$ cat config.mk
export PLATFORM = sky130hd
export DESIGN_NAME = ttb_fifo
export DESIGN_NICKNAME = d
export VERILOG_FILES = /design/src/hdl/ttb_pkg.sv /design/src/hdl/ttb_fifo.sv
export SDC_FILE = /design/constraint.sdc
export NUM_CORES = 1
export LEC_CHECK = 0
export ABC_CLOCK_PERIOD_IN_PS = 43300
export BUFFER_PORTS_ARGS = -buffer_cell sky130_fd_sc_hd__buf_4
export CORE_AREA = 2 2 594 596
export CTS_CLUSTER_SIZE = 24
export DETAILED_ROUTE_END_ITERATION = 10
export DIE_AREA = 0 0 596 598
export HOLD_SLACK_MARGIN = 0.02
export PLACE_DENSITY_LB_ADDON = 0.2
export SLEW_MARGIN = 20
export SYNTH_ARGS = -nofsm -noshare
export SYNTH_HDL_FRONTEND = slang
export SYNTH_SLANG_ARGS = --single-unit
$ cat constraint.sdc
create_clock -name i_clk -period 43.3 [get_ports i_clk]
set_input_delay 4.33 -clock i_clk [delete_from_list [all_inputs] [get_ports i_clk]]
set_output_delay 4.33 -clock i_clk [all_outputs]
set_load 0.01 [all_outputs]
$ cat src/hdl/ttb_pkg.sv
`timescale 1ns / 1ps
// shared types, constants and helpers for the triangle tangent basis block
package ttb_pkg;

    localparam int WORD_BITS   = 32;
    localparam int FRAC_BITS   = 16;
    localparam int QUEUE_DEPTH = 2;

    // multiplier operand, product, accumulator, divider and square root widths
    localparam int OPW   = WORD_BITS + 1;
    localparam int PRODW = 2 * OPW;
    localparam int ACCW  = 2 * WORD_BITS + 3;
    localparam int NUMW  = ACCW + FRAC_BITS;
    localparam int DENW  = ACCW;
    localparam int SQW   = 2 * WORD_BITS;

    typedef logic signed [WORD_BITS-1:0] t_word;
    typedef logic signed [OPW-1:0]       t_opnd;
    typedef logic signed [ACCW-1:0]      t_acc;

    localparam t_word WORD_MAX = {1'b0, {(WORD_BITS-1){1'b1}}};
    localparam t_word WORD_MIN = {1'b1, {(WORD_BITS-1){1'b0}}};

    typedef struct packed {
        t_word pos_x;
        t_word pos_y;
        t_word pos_z;
        t_word tex_u;
        t_word tex_v;
        t_word norm_x;
        t_word norm_y;
        t_word norm_z;
    } t_in;

    typedef struct packed {
        t_word tan_x;
        t_word tan_y;
        t_word tan_z;
        t_word bitan_x;
        t_word bitan_y;
        t_word bitan_z;
        logic  degenerate;
        logic  last_of_triangle;
    } t_out;

    typedef struct packed {
        t_in v0;
        t_in v1;
        t_in v2;
    } t_tri;

    typedef struct packed {
        logic [NUMW-1:0] num;
        logic [DENW-1:0] den;
        logic            neg;
    } t_div_req;

    function automatic t_opnd ext_opnd(input t_word w);
        return {w[WORD_BITS-1], w};
    endfunction

    function automatic t_acc ext_acc(input t_word w);
        return {{(ACCW-WORD_BITS){w[WORD_BITS-1]}}, w};
    endfunction

    function automatic logic [ACCW-1:0] mag_acc(input t_acc v);
        return v[ACCW-1] ? ACCW'(-v) : ACCW'(v);
    endfunction

    // clamp to the signed word range
    function automatic t_word sat_word(input t_acc v);
        logic [ACCW-WORD_BITS:0] top;
        top = v[ACCW-1:WORD_BITS-1];
        if (top == '0 || top == '1) begin
            return v[WORD_BITS-1:0];
        end
        return v[ACCW-1] ? WORD_MIN : WORD_MAX;
    endfunction

endpackage

$ cat src/hdl/ttb_fifo.sv
`timescale 1ns / 1ps
// triangle queue between the vertex front end and the arithmetic back end
module ttb_fifo #(
    parameter int DEPTH = ttb_pkg::QUEUE_DEPTH
) (
    input  logic          i_clk,
    input  logic          i_rst_n,
    input  logic          i_push,
    input  ttb_pkg::t_tri i_push_data,
    output logic          o_full,
    input  logic          i_pop,
    output logic          o_head_valid,
    output ttb_pkg::t_tri o_head_data
);
    import ttb_pkg::*;

    localparam int PTRW = (DEPTH > 1) ? $clog2(DEPTH) : 1;
    localparam int CNTW = $clog2(DEPTH + 1);

    t_tri            r_mem [DEPTH];
    logic [PTRW-1:0] r_wr;
    logic [PTRW-1:0] r_rd;
    logic [CNTW-1:0] r_cnt;

    assign o_full       = (r_cnt == CNTW'(DEPTH));
    assign o_head_valid = (r_cnt != '0);
    assign o_head_data  = r_mem[r_rd];

    always_ff @(posedge i_clk) begin
        if (i_push) begin
            r_mem[r_wr] <= i_push_data;
        end
    end

    always_ff @(posedge i_clk) begin
        if (!i_rst_n) begin
            r_wr  <= '0;
            r_rd  <= '0;
            r_cnt <= '0;
        end else begin
            if (i_push) begin
                r_wr <= (r_wr == PTRW'(DEPTH - 1)) ? '0 : r_wr + 1'b1;
            end
            if (i_pop) begin
                r_rd <= (r_rd == PTRW'(DEPTH - 1)) ? '0 : r_rd + 1'b1;
            end
            if (i_push && !i_pop) begin
                r_cnt <= r_cnt + 1'b1;
            end else if (i_pop && !i_push) begin
                r_cnt <= r_cnt - 1'b1;
            end
        end
    end

endmodule

Word-level counts from Yosys, hierarchy flattened
Memory sizes are Yosys's and may differ from the RTL's. A register that Yosys moved wholly into a read port is not among the register bits.
Index checks and enable logic that the tools add are counted.
Widths: inputs -> output; s select.
{"block": "totals", "n_memories": 1, "mem_bits_rw": 1536, "output_inout_bits": 770, "regBits": 4}
{"name": "r_mem", "depth": 2, "word_bits": 768, "rd": 1, "rd_clocked_by_memory_dff": 1, "wr": 1, "line_no": "ttb_fifo.sv:20", "text": "t_tri r_mem [DEPTH];"}
{"block": "op_classes", "add_sub_neg": 4, "n_eq_ne": 1, "reduce_logical": 6, "n_mux": 8}
{"operator": "$mux 1", "count": 6}
{"operator": "$mux 2", "count": 2}
{"operator": "$reduce_bool 2->1", "count": 2}
{"operator": "$add 1x1->1 const B", "count": 2}
{"operator": "$add 2x1->2 const B", "count": 1}
{"operator": "$eq 2x2->1 const B", "count": 1}
{"operator": "$logic_and 1x1->1", "count": 2}
{"operator": "$logic_not 1->1", "count": 2}
{"operator": "$sub 2x1->2 const B", "count": 1}

Longest topological paths before layout
{"block": "depth", "word_depth": 4, "mapped_depth": 5, "ltp_nobuf": 5}

Least setup slack after synthesis
No wires, ideal clock.
{"block": "synth_path", "path_kind": "input to register", "from": "input i_push", "to": "register r_wr", "required_ps": 43116, "setup_slack_ps": 3695, "t_arrival_ps": 39422, "setup_ps": 184, "cell_stages": 2, "cell_sequence": "nor2b_1 -> o21a_1"}
{"element": "from (decl)", "line_no": "ttb_fifo.sv:8", "text": "input logic i_push,"}
{"element": "to (signal assigned)", "line_no": "ttb_fifo.sv:42", "text": "r_wr <= (r_wr == PTRW'(DEPTH - 1)) ? '0 : r_wr + 1'b1;"}
{"element": "to (decl)", "line_no": "ttb_fifo.sv:21", "text": "logic [PTRW-1:0] r_wr;"}

==> flow_summary.json <==
{
  "syn_avg_cell_area_um2": 23.1,
  "ys_warn_count": 0,
  "synth_top_area_cell": "edfxtp_1",
  "detail-route-antenna-nets": 0,
  "worst_setup_hold_path_clk_slew_ns": 0.06,
  "cts-resized-gates": 0,
  "start_util_pct": 15.9,
  "port_buffers": 1541,
  "antenna_found_initial": 153,
  "grt_overflow": 0,
  "nFillCells": 36700,
  "ir_worst_vdd_mv": 0.0290,
  "drt_wl_total_um": 245000,
  "crit_path_end_kind": "primary output",
  "vias": 30300,
  "clkSinkCount": 1541,
  "final-instance-count-excl-fill": 8906,
  "mostFrequentLayoutCells": "1,581 x buf_4, 1,536 x edfxtp_1, 768 x mux2_2, 194 x clkbuf_16",
  "h-tree-depth": 4,
  "finalCritPeriodShare_pct": 22.7,
  "syn_area_mm2": 0.0556,
  "drv_slew": 0,
  "drive_gt1_share_pct": 61.5,
  "placedCellCount": 8529,
  "netlist_top_cells_area": "edfxtp_1 83%, mux2_2 16%, buf_4 0.82%",
  "clock_path_buffers": 4,
  "wl_per_cell_um": 27.5,
  "core_mm2": 0.351,
  "viasPerCell": 3.41,
  "fmax_mhz": 102,
  "synth_cell_types": 17,
  "drc_errors": 0,
  "mostFrequentLayoutCell": "buf_4",
  "tightest_slew_ns": 1.02,
  "p_leak_nw": 28.0,
  "start_kind": "register",
  "insertion_delay_ns": 0.86,
  "cpPeakStageDelay_ns": 0.89,
  "root_buffer": "clkbuf_16",
  "crit_type": "reg2out",
  "final_hold_viol_count": 0,
  "die_y_um": 598,
  "seqCellArea_mm2": 0.0462,
  "area_delta_synth_final_pct": 41.9,
  "design_area_mm2": 0.0789,
  "postCtsSetupBuffers": 0,
  "grt_max_degree": 137,
  "ys_seq_area_share_pct": 83.1,
  "place_hpwl_um": 191000,
  "drtIter0Drc": 1575,
  "track_usage_pct": 13.1,
  "multi_input_area_mm2": 0.00877,
  "nNetsFinal": 4876,
  "first_global_vias": 31700,
  "power_density_mw_per_mm2": 48.1,
  "yosysTopAreaCellShare_pct": 82.9,
  "dpl_cell_area_mm2": 0.0727,
  "status": "complete, no violations",
  "cp.required_ns": 38.97,
  "synth-seq-cells": 1541,
  "cpMostUsedCell": "buf_4",
  "num_rows": 218,
  "dr.pass1.iters": 5,
  "fin_skew_ns": 0.0397,
  "cp_cell_sequence": "buf_12 > buf_4 > buf_4 > buf_4 > mux2_2 > buf_4",
  "cts-buffers-inserted": 191,
  "setup_viol": 0,
  "synth_cells": 2411,
  "syn-num-nets": 3184,
  "maxCapViolCount": 0,
  "gp_congestion": 0.847,
  "fin_tns_setup_ns": 0,
  "cts_hold_buffers": 0,
  "die_area_mm2": 0.356,
  "min_path_type": "reg2reg",
  "fp.dieW_um": 596,
  "grt_pass1_wl_um": 310000,
  "tritoncts": "built",
  "rsz0062_at_grt": "false",
  "relSlewSlack_pct": 32.1,
  "cp.arrival_ns": 5.50,
  "crit_slowest_cell": "buf_4",
  "io_pins": 1542,
  "min_period_ns": 9.83,
  "path_max_fanout": 136
}
synth_stat cells, drive strengths merged:
cell type  number
xor2            2
ha              1
buf            85
o21ai           1
xnor2           1
a21boi          1
and2            4
or3             1
mux2          768
inv             1
o21a            1
nor2b           3
dfxtp           5
or2             1
edfxtp       1536
cells by family (layout without fill, tap and decap cells):
family / Yosys count / in the layout / synth area share [%]
other cells: 0 / 38 / 0
mux: 768 / 768 / 15.6
buf+inv: 86 / 1923 / 1.11
xor+xnor: 3 / 3 / 0.0473
fa+ha+maj: 1 / 1 / 0.0225
compound gates: 3 / 3 / 0.0360
flops: 1541 / 1541 / 83.1
simple gates: 9 / 9 / 0.101
power by group:
| part | total, mW | switching (mW) | internal [mW] |
|---|---|---|---|
| registers | 1.74 | 0.0168 | 1.73 |
| clock network | 1.59 | 0.657 | 0.929 |
| logic | 0.462 | 0.252 | 0.211 |
worst paths after layout:
kind            start               end  slack [ns]  depth (start not counted)
min          r_cnt[1]          r_cnt[1]        0.51                          2
min reg2reg  r_cnt[1]          r_cnt[1]        0.51                          2
max          register  o_head_data[410]       33.47                          6
max reg2reg      r_wr     r_mem[0][421]       37.72                          7
registers in the layout (all words and copies together), names as in the netlist, named ones only:
name / count
r_cnt: 2
r_mem: 1536
r_wr: 1
r_rd: 1
per-layer routing:
metal | GRT usage, % | share of wire (%)
met1 | 12.3 | 32
met2 | 23.9 | 52
met3 | 7.92 | 13
met4 | 3.11 | 2.5
met5 | 0 | 0.22
final cells by class:
class,instances,area share (%)
antenna,38,0.121
tap,4620,7.33
timing repair buffer,1584,15.1
clock buffer,235,6.35
inverter,1,0.00476
multi-input combinational,784,11.1
sequential,1541,58.6
clock inverter,103,1.36
critical path: cells and delay by family (launching register included):
family | cells | cell delay (ns)
buffers and inverters | 5 | 3.02
DFF | 1 | 0.71
muxes | 1 | 0.43
per-stage QoR:
stage / hold WS [ns] / utilization [%] / worst slack, ns / total power, mW
finish: 0.509 / 22.5 / 33.47 / 3.79
global route: 0.566 / 22.5 / 33.12 / 3.95
global placement: 0.481 / 20.7 / 33.19 / 2.26
floorplan: 0.468 / - / 3.69 / 2.04
CTS: 0.512 / 22.5 / 33.32 / 3.88
detailed placement: 0.504 / 20.7 / 33.16 / 2.26
Power figures use the tool's default switching activity.
