## config.mk

```make
export PLATFORM = sky130hd
export DESIGN_NAME = ttb_front
export DESIGN_NICKNAME = d
export VERILOG_FILES = /design/src/hdl/ttb_pkg.sv /design/src/hdl/ttb_front.sv
export SDC_FILE = /design/constraint.sdc
export NUM_CORES = 1
export LEC_CHECK = 0
export ABC_AREA = 1
export ABC_CLOCK_PERIOD_IN_PS = 5600
export BUFFER_PORTS_ARGS = -buffer_cell sky130_fd_sc_hd__buf_4
export CAP_MARGIN = 20
export CORE_AREA = 4 4 399 401
export CTS_CLUSTER_SIZE = 12
export DETAILED_ROUTE_END_ITERATION = 6
export DIE_AREA = 0 0 403 405
export PLACE_DENSITY = 0.35
export RECOVER_POWER = 50
export SETUP_SLACK_MARGIN = 0.05
export SLEW_MARGIN = 5
export SYNTH_ARGS = -nofsm -noshare
export SYNTH_HDL_FRONTEND = slang
export SYNTH_SLANG_ARGS = --single-unit
export TNS_END_PERCENT = 5
```

## constraint.sdc

```tcl
create_clock -name i_clk -period 5.6 [get_ports i_clk]
set_input_delay 0.28 -clock i_clk [delete_from_list [all_inputs] [get_ports i_clk]]
set_output_delay 0.28 -clock i_clk [all_outputs]
set_load 0.1 [all_outputs]
```

## src/hdl/ttb_pkg.sv

```systemverilog
`timescale 1ns / 1ps
// shared types, constants and helpers for the triangle tangent basis block
package ttb_pkg;

    localparam int WORD_BITS   = 32;
    localparam int FRAC_BITS   = 16;
    localparam int QUEUE_DEPTH = 2;

    // multiplier operand, product, accumulator, divider and square root widths
    localparam int OPW   = WORD_BITS + 1;
    localparam int PRODW = 2 * OPW;
    localparam int ACCW  = 2 * WORD_BITS + 3;
    localparam int NUMW  = ACCW + FRAC_BITS;
    localparam int DENW  = ACCW;
    localparam int SQW   = 2 * WORD_BITS;

    typedef logic signed [WORD_BITS-1:0] t_word;
    typedef logic signed [OPW-1:0]       t_opnd;
    typedef logic signed [ACCW-1:0]      t_acc;

    localparam t_word WORD_MAX = {1'b0, {(WORD_BITS-1){1'b1}}};
    localparam t_word WORD_MIN = {1'b1, {(WORD_BITS-1){1'b0}}};

    typedef struct packed {
        t_word pos_x;
        t_word pos_y;
        t_word pos_z;
        t_word tex_u;
        t_word tex_v;
        t_word norm_x;
        t_word norm_y;
        t_word norm_z;
    } t_in;

    typedef struct packed {
        t_word tan_x;
        t_word tan_y;
        t_word tan_z;
        t_word bitan_x;
        t_word bitan_y;
        t_word bitan_z;
        logic  degenerate;
        logic  last_of_triangle;
    } t_out;

    typedef struct packed {
        t_in v0;
        t_in v1;
        t_in v2;
    } t_tri;

    typedef struct packed {
        logic [NUMW-1:0] num;
        logic [DENW-1:0] den;
        logic            neg;
    } t_div_req;

    function automatic t_opnd ext_opnd(input t_word w);
        return {w[WORD_BITS-1], w};
    endfunction

    function automatic t_acc ext_acc(input t_word w);
        return {{(ACCW-WORD_BITS){w[WORD_BITS-1]}}, w};
    endfunction

    function automatic logic [ACCW-1:0] mag_acc(input t_acc v);
        return v[ACCW-1] ? ACCW'(-v) : ACCW'(v);
    endfunction

    // clamp to the signed word range
    function automatic t_word sat_word(input t_acc v);
        logic [ACCW-WORD_BITS:0] top;
        top = v[ACCW-1:WORD_BITS-1];
        if (top == '0 || top == '1) begin
            return v[WORD_BITS-1:0];
        end
        return v[ACCW-1] ? WORD_MIN : WORD_MAX;
    endfunction

endpackage

```

## src/hdl/ttb_front.sv

```systemverilog
`timescale 1ns / 1ps
// vertex front end: holds the first two vertices and queues whole triangles
module ttb_front (
    input  logic          i_clk,
    input  logic          i_rst_n,
    input  logic          i_in_valid,
    output logic          o_in_ready,
    input  ttb_pkg::t_in  i_in_data,
    input  logic          i_full,
    output logic          o_push,
    output ttb_pkg::t_tri o_push_data
);
    import ttb_pkg::*;

    logic [1:0] r_phase;
    t_in        r_v0;
    t_in        r_v1;
    logic       accept;
    logic       third;

    // phase three never occurs but is handled as a third vertex
    assign third       = r_phase[1];
    assign o_in_ready  = !third || !i_full;
    assign accept      = i_in_valid && o_in_ready;
    assign o_push      = accept && third;
    assign o_push_data = '{v0: r_v0, v1: r_v1, v2: i_in_data};

    always_ff @(posedge i_clk) begin
        if (!i_rst_n) begin
            r_phase <= '0;
        end else if (accept) begin
            if (third) begin
                r_phase <= '0;
            end else begin
                r_phase <= r_phase + 1'b1;
                if (r_phase[0]) begin
                    r_v1 <= i_in_data;
                end else begin
                    r_v0 <= i_in_data;
                end
            end
        end
    end

endmodule

```

# After elaboration in Yosys (flattened, before gate mapping)
# Cells that the tools add are included.
[classes]
muxes = 1
add_sub_neg = 1
n_reduce_logical = 7
bitwise_logic = 2
[op_table]
columns = ["operator", "count"]
rows = [
  ["$reduce_and A4 Y1", 2],
  ["$add A2 B1 Y2 const B", 1],
  ["$logic_and A1 B1 Y1", 2],
  ["$logic_not A1 Y1", 2],
  ["$mux W2", 1],
  ["$not A1 Y1", 2],
  ["$logic_or A1 B1 Y1", 1],
]
[word_totals]
in_bits = 260
elab_cells = 28
out_inout_bits = 770
ff_bits = 514

# Logic depth before layout (Yosys ltp)
# Gate-level depths: netlist of the first run.
[logic_depth]
ltp_word = 4
ltp_mapped = 4

# Worst setup path before layout of the first run
# Ideal clock, no wire load.
[synth_timing]
path_kind = "register to register"
startpoint = "register r_phase[1]"
endpoint = "register r_v1 (netlist bit o_push_data[256]) (enable)"
path_stages_with_launch = 4
t_required_ps = 4992
synth_period_minus_slack_ps = 6093
setup_slack_ps = -493
t_arrival_ps = 5485
setup_time_ps = 608
path_cell_list = "dfxtp_1 > nor2_1 > nand2_1 > inv_1"
[synth_via]
elab_chain_len = 4
word_cells_on_any_way = 5
[synth_lines]
columns = ["item", "line_no", "source"]
rows = [
  ["start, declared", "ttb_front.sv:15", "logic [1:0] r_phase;"],
  ["start signal, assigned", "ttb_front.sv:35", "r_phase <= r_phase + 1'b1;"],
  ["$logic_not A1 Y1", "ttb_front.sv:23", "assign o_in_ready = !third || !i_full;"],
  ["$logic_or A1 B1 Y1", "ttb_front.sv:23", ""],
  ["$logic_and A1 B1 Y1", "ttb_front.sv:24", "assign accept = i_in_valid && o_in_ready;"],
  ["$reduce_and A4 Y1 (no source line) (*)", "n/a", ""],
  ["end signal, assigned", "ttb_front.sv:37", "r_v1 <= i_in_data;"],
  ["end, declared", "ttb_front.sv:17", "t_in r_v1;"],
]
# Mark *: on every way between the ends. The rest lies on a longest branch, timed or not.
# A chain may end at the register's enable or synchronous reset.

# Worst setup path after layout of the first run
[layout_timing]
startpoint = "input i_in_data[69] (netlist name)"
endpoint = "output o_push_data[69] (netlist name)"
[layout_rtl]
columns = ["item", "line_no", "source"]
rows = [
  ["start, declared", "ttb_front.sv:8", "input ttb_pkg::t_in i_in_data,"],
  ["end, declared", "ttb_front.sv:11", "output ttb_pkg::t_tri o_push_data"],
]
# No word-level cell between the ends.

==> out/qor.txt, run 1 <==
Placeable Area = 156000 um2
WL final = 88.6 mm
H-Tree Depth = 3
CP Cell Sequence = dlygate4sd3_1, clkbuf_1, clkbuf_1
Crit. path cell count = 3
worst-margin pin slew = 1.57 ns
Iteration-0 DRC Markers = 558
Syn-to-layout area delta = 62.7%
post-CTS setup buffers = 0
final std cells w/o fill = 4010
internal power = 7.20 mW
PD cells = 390 nW/um2
CP max stage delay = 0.92 ns
most frequent cells in the layout = 622 x clkbuf_1, 512 x edfxtp_1, 418 x buf_4, 261 x dlygate4sd3_1, 68 x clkbuf_16
P_sw = 3.85 mW
drc violations = 0
GRT overflow = 0
RSZ-0062 raised after global routing = false
Final Skew = 0.0321 ns
Vias = 11608
PortBufs = 1029
status = finished, violations left
Clk Latency, worst-skew pair = 0.64 ns
WP data required = 5.32 ns
Slowest-stage cell, CP = clkbuf_1
r2r worst-path depth = 4
Leak = 9.67 nW
Slew Limit Fails = 2
Antenna Nets Post-Route = 0
number of I/O pins = 1030
number of global-route vias before repair = 12167
Final min period = 2.51 ns
Final Cycle Share = 44.8%
DPL Wire Length = 68.8 mm
hold crit path type = in2reg
combinational power share = 21.6%
CTS tree = built
Seq/Total Area, Yosys = 88.5%
Buf+Inv Stages, Crit Path = 3
Routed wire per std cell = 22.1 um
largest delay contributor family on the critical path = buffers and inverters
vias per cell = 2.89
Root Buffer = clkbuf_16
Hold Fails Final Rpt = 0
Post-DP Area = 25900 um2
Setup Crit Path Kind = in2out
DIE WIDTH = 403 um
clock share of power = 38.2%
post-synthesis cell type count = 8
Pwr Total = 11.1 mW
filler cell count = 17313
pin count of the biggest net entering global routing = 112
row cnt = 145
drt pass-1 iters = 5
crit-path max FO = 3
Sequential Power Share = 40.2%
Yosys warnings = 0
die area = 163000 um2
WHS = 0.437 ns
routability cong. = 0.858
Synth Register Bits = 514
total track usage = 10.2%
Data arrival, critical path = 2.23 ns
relative slew slack = -4.24%
Mapped Cells = 790
die height = 405 um
initial antenna violation count = 20
failing checks = max-capacitance violations, max-slew violations
Max Cap Violations = 2
TritonCTS buffer count = 67
Mapped Area = 17400 um2
fin area = 28300 um2
hold path cells = 2
Final setup viols = 0
Worst VDD drop = 0.192 mV
sw frac = 34.8%
nets@finish = 2159
clock-pin slew on the worst setup and hold paths = 0.06 ns
TritonCTS Sinks = 514
average cell area after synthesis = 22.0 um2
Achievable Freq = 398 MHz
layout cell share with drive strength beyond 1 = 26.7%
Core Util, Final = 18.2%
most common cell after layout, fill and taps aside = clkbuf_1
Longest Clk Path Bufs = 3
first-pass GRT wire length = 112 mm
Post-Syn Nets = 1050
Inst Count DP = 3627
Critical Path Source Type = input pin
initial core utilization = 11.2%
most frequent CP cell = clkbuf_1
Setup crit end kind = output pin
## sequential cells by signal, summed over array words and instances, names as in the netlist
register and cells:
r_phase 2, o_push_data 512
## metrics by stage
step / worst slack (ns) / setup TNS, ns
finish: 3.09 / 0
CTS: 3.27 / 0
floorplan: -0.493 / -126.19
global placement: 3.25 / 0
global route: 3.08 / 0
detailed placement: 3.24 / 0
## cell type report
type	instances	area [um2]	share of cell area, %
inverters	7	37.5	0.132
flip-flops and latches	514	15400	54.4
diodes	5	12.5	0.0442
multi-input cells	13	50.0	0.177
clock inverters	39	375	1.32
well taps	2058	2570	9.09
repair buffers	1296	8130	28.7
clock buffers	78	1740	6.14
## power by group through the flow
stage / logic [mW] / registers (mW) / clock network [mW]
5_1_grt: 2.44 / 4.46 / 4.59
4_1_cts: 2.60 / 4.45 / 4.45
3_5_place_dp: 2.45 / 4.53 / 0
3_3_place_gp: 2.45 / 4.53 / 0
2_1_floorplan: 0.920 / 5.45 / 0
6_report: 2.38 / 4.45 / 4.22
## per-layer routing
metal	GRT usage [%]	vias to the layer above	wire length, um
met4	2.99	0	2620
met1	11.5	5839	33500
met2	17.8	710	44400
met5	0	-	0
li1	-	4926	-
met3	4.19	133	8120
## cells in the mapped netlist
| library cell | count | area share (%) |
|---|---|---|
| buf_4 | 256 | 11 |
| dfxtp_1 | 2 | 0.23 |
| edfxtp_1 | 512 | 88 |
| inv_1 | 7 | 0.15 |
| nand2_1 | 9 | 0.19 |
| nand2_2 | 1 | 0.036 |
| nand3_1 | 1 | 0.029 |
| nor2_1 | 2 | 0.043 |
## repair_timing
action	4_1_cts	5_1_grt
endpoints found under the setup margin	0	0
hold buffers	261	0
endpoints found under the hold margin	514	0
gates resized for setup	0	0
## worst paths after layout
check | startpoint | end | slack, ns
max | i_in_data[69] | o_push_data[69] | 3.09
min | i_in_data[11] | o_push_data[267] | 0.44
max reg2reg | r_phase[1] | o_push_data[294] | 3.17
min reg2reg | r_phase[0] | r_phase[0] | 0.58
## logic make-up (layout without fill, tap and decap cells)
group | Yosys count | after routing | share of synthesized area [%]
buf+inv | 263 | 1420 | 11.2
flops | 514 | 514 | 88.5
simple gates | 13 | 13 | 0.302
other cells | 0 | 5 | 0
(Power assumes the default switching activity.)
==> run 2: changes to the inputs <==
--- a/config.mk
+++ b/config.mk
@@ -6,7 +6,7 @@
 export NUM_CORES = 1
 export LEC_CHECK = 0
 export ABC_AREA = 1
-export ABC_CLOCK_PERIOD_IN_PS = 5600
+export ABC_CLOCK_PERIOD_IN_PS = 2000
 export BUFFER_PORTS_ARGS = -buffer_cell sky130_fd_sc_hd__buf_4
 export CAP_MARGIN = 20
 export CORE_AREA = 4 4 399 401
==> constraint.sdc (replaced) <==
create_clock -name i_clk -period 2 [get_ports i_clk]
set_input_delay 0.1 -clock i_clk [delete_from_list [all_inputs] [get_ports i_clk]]
set_output_delay 0.1 -clock i_clk [all_outputs]
set_load 0.1 [all_outputs]
==> out/qor.txt, run 2 (synthesis gave the netlist of run 1 again) <==
crit path launch = r_phase[1]
r2r worst-path depth = 6 (+2)
Final min period = 1.86 ns
WHS = 0.257 ns (-0.180 ns)
Clk Latency, worst-skew pair = 0.63 ns (about the same)
initial core utilization = 11.2% (unchanged)
die area = 163000 um2 (unchanged)
Iteration-0 DRC Markers = 664 (+19%)
Placeable Area = 156000 um2 (unchanged)
most frequent cells in the layout = 512 x edfxtp_1, 470 x buf_4, 326 x clkbuf_2, 275 x clkbuf_1, 260 x dlygate4sd3_1
Syn-to-layout area delta = 67.5%
DPL Wire Length = 72.7 mm (+5.8%)
Routed wire per std cell = 21.9 um (-0.81%)
drc violations = 0 (unchanged)
Final Skew = 0.0293 ns (-0.00286 ns)
post-route setup TNS = 0 ns (unchanged)
Longest Clk Path Bufs = 3 (unchanged)
Antenna Nets Post-Route = 0 (unchanged)
Hold Fails Final Rpt = 0 (unchanged)
CP max stage delay = 0.57 ns (-0.35 ns)
Achievable Freq = 538 MHz
relative slew slack = 49.1% (+53 points)
total track usage = 10.2% (+0.017 points)
TritonCTS buffer count = 66 (-1.5%)
Root Buffer = clkbuf_16
worst-margin pin slew = 0.767 ns (-0.803 ns)
nets@finish = 2188 (+1.3%)
most common cell after layout, fill and taps aside = edfxtp_1
Data arrival, critical path = 2.42 ns (+0.19 ns)
row cnt = 145 (unchanged)
Critical R2R Launch = r_phase[1]
TritonCTS Sinks = 514 (unchanged)
filler cell count = 17102 (-1.2%)
RSZ-0062 raised after global routing = false
Setup crit end kind = flop
routability cong. = 0.800 (-6.7%)
worst setup margin = 0.142 ns (-2.95 ns)
Leak = 10.9 nW (+13%)
DIE WIDTH = 403 um (unchanged)
Post-DP Area = 26200 um2 (+1.2%)
Slew Limit Fails = 0 (-2)
Buf+Inv Stages, Crit Path = 2 (-1)
layout cell share with drive strength beyond 1 = 46.0% (+19 points)
PortBufs = 1029 (unchanged)
area of the multi-input gates = 62.6 um2 (+25%)
GRT overflow = 0 (unchanged)
PostCTS Resize Cnt = 0 (unchanged)
die height = 405 um (unchanged)
most frequent CP cell = nand2_1
Core Util, Final = 18.7% (+0.54 points)
Critical Path Source Type = flop
post-CTS setup buffers = 0 (unchanged)
worst r2r dst = r_phase[0]
flop2flop setup slack = 0.14 ns (-3.03 ns)
Inst Count DP = 3658 (+0.85%)
WL final = 88.5 mm (about the same)
initial antenna violation count = 28 (+40%)
Worst VDD drop = 0.717 mV (+270%)
number of global-route vias before repair = 12394 (+1.9%)
CP Cell Sequence = nand2_2, nand2_1, dlygate4sd3_1, nand2_1, dlygate4sd3_1, nand2_1
crit-path max FO = 4 (+1)
Final setup viols = 0 (unchanged)
vias per cell = 2.91 (+0.46%)
Setup Crit Path Kind = reg2reg
Hold Crit Start = i_in_data[26]
fin area = 29200 um2 (+2.9%)
Storage cell area = 15400 um2 (unchanged)
PD cells = 1060 nW/um2 (+170%)
Pwr Total = 31.0 mW (+180%)
Max Cap Violations = 0 (-2)
Slowest-stage cell, CP = dlygate4sd3_1
WP data required = 2.57 ns (-2.75 ns)
clock-pin slew on the worst setup and hold paths = 0.06 ns (about the same)
hold crit path type = in2reg
status = finished clean
Final Cycle Share = 92.9%
pin count of the biggest net entering global routing = 54 (-52%)
Vias = 11746 (+1.2%)
worst hold path endpoint = o_push_data[282]
CTS tree = built
hold path cells = 2 (unchanged)
largest delay contributor family on the critical path = buffers and inverters
final std cells w/o fill = 4039 (+0.72%)
first-pass GRT wire length = 113 mm (+0.68%)
number of I/O pins = 1030 (unchanged)
pre-CTS setup slack = 0.450 ns (-2.79 ns)
H-Tree Depth = 3 (unchanged)
drt pass-1 iters = 5 (unchanged)
max FFs per register = 512 (unchanged)
==> run 2: cell types whose count changed in the layout (fill, tap and decap cells not counted), moves of 3 or more <==
| cell | before | now |
|---|---|---|
| clkbuf_1 | 622 | 275 |
| clkbuf_2 | 0 | 326 |
| buf_4 | 418 | 470 |
| buf_12 | 4 | 10 |
| clkinv_1 | 11 | 6 |
| diode_2 | 5 | 1 |
| clkbuf_8 | 0 | 3 |
==> run 2: layout make-up <==
type | count | share of cell area, %
diodes | 1 | 0.00858
flip-flops and latches | 514 | 52.8
well taps | 2058 | 8.83
clock inverters | 34 | 1.32
repair buffers | 1326 | 30.7
multi-input cells | 13 | 0.214
clock buffers | 86 | 6.02
inverters | 7 | 0.0987
==> run 2: repair_timing <==
action,4_1_cts,5_1_grt
hold endpoints to repair,514,0
endpoints found under the setup margin,0,0
hold buffers,260,0
==> run 2: worst max path at each step <==
| stage | to | depth (start not counted) |
|---|---|---|
| global route | o_push_data[58] | 3 |
| global placement | o_push_data[757] | 5 |
| floorplan | o_push_data[256] | 3 |
| detailed placement | o_push_data[712] | 5 |
| CTS | o_push_data[436] | 1 |
| finish | r_phase[0] | 6 |
==> run 2: routing by layer <==
metal  global-route usage [%]  routed length, um  vias to the layer above
met1                     11.4              33000                     5914
li1                         -                  -                     4998
met3                     4.21               7970                      144
met5                        0                 36                        -
met2                     17.6              44000                      684
met4                     3.60               3500                        6
==> run 2: where the power goes <==
part / switching, mW / internal, mW / leakage, nW
sequential: 0.134 / 12.3 / 4.71
clock: 4.88 / 6.83 / 1.03
combinational: 5.74 / 1.07 / 5.18
total: 10.7 / 20.2 / 10.9
==> run 2: worst register-to-register path, cell delays in order, from the launching register on <==
cell	delay, ns
dfxtp_1	0.43
nand2_2	0.10
nand2_1	0.07
dlygate4sd3_1	0.57
nand2_1	0.05
dlygate4sd3_1	0.55
nand2_1	0.06
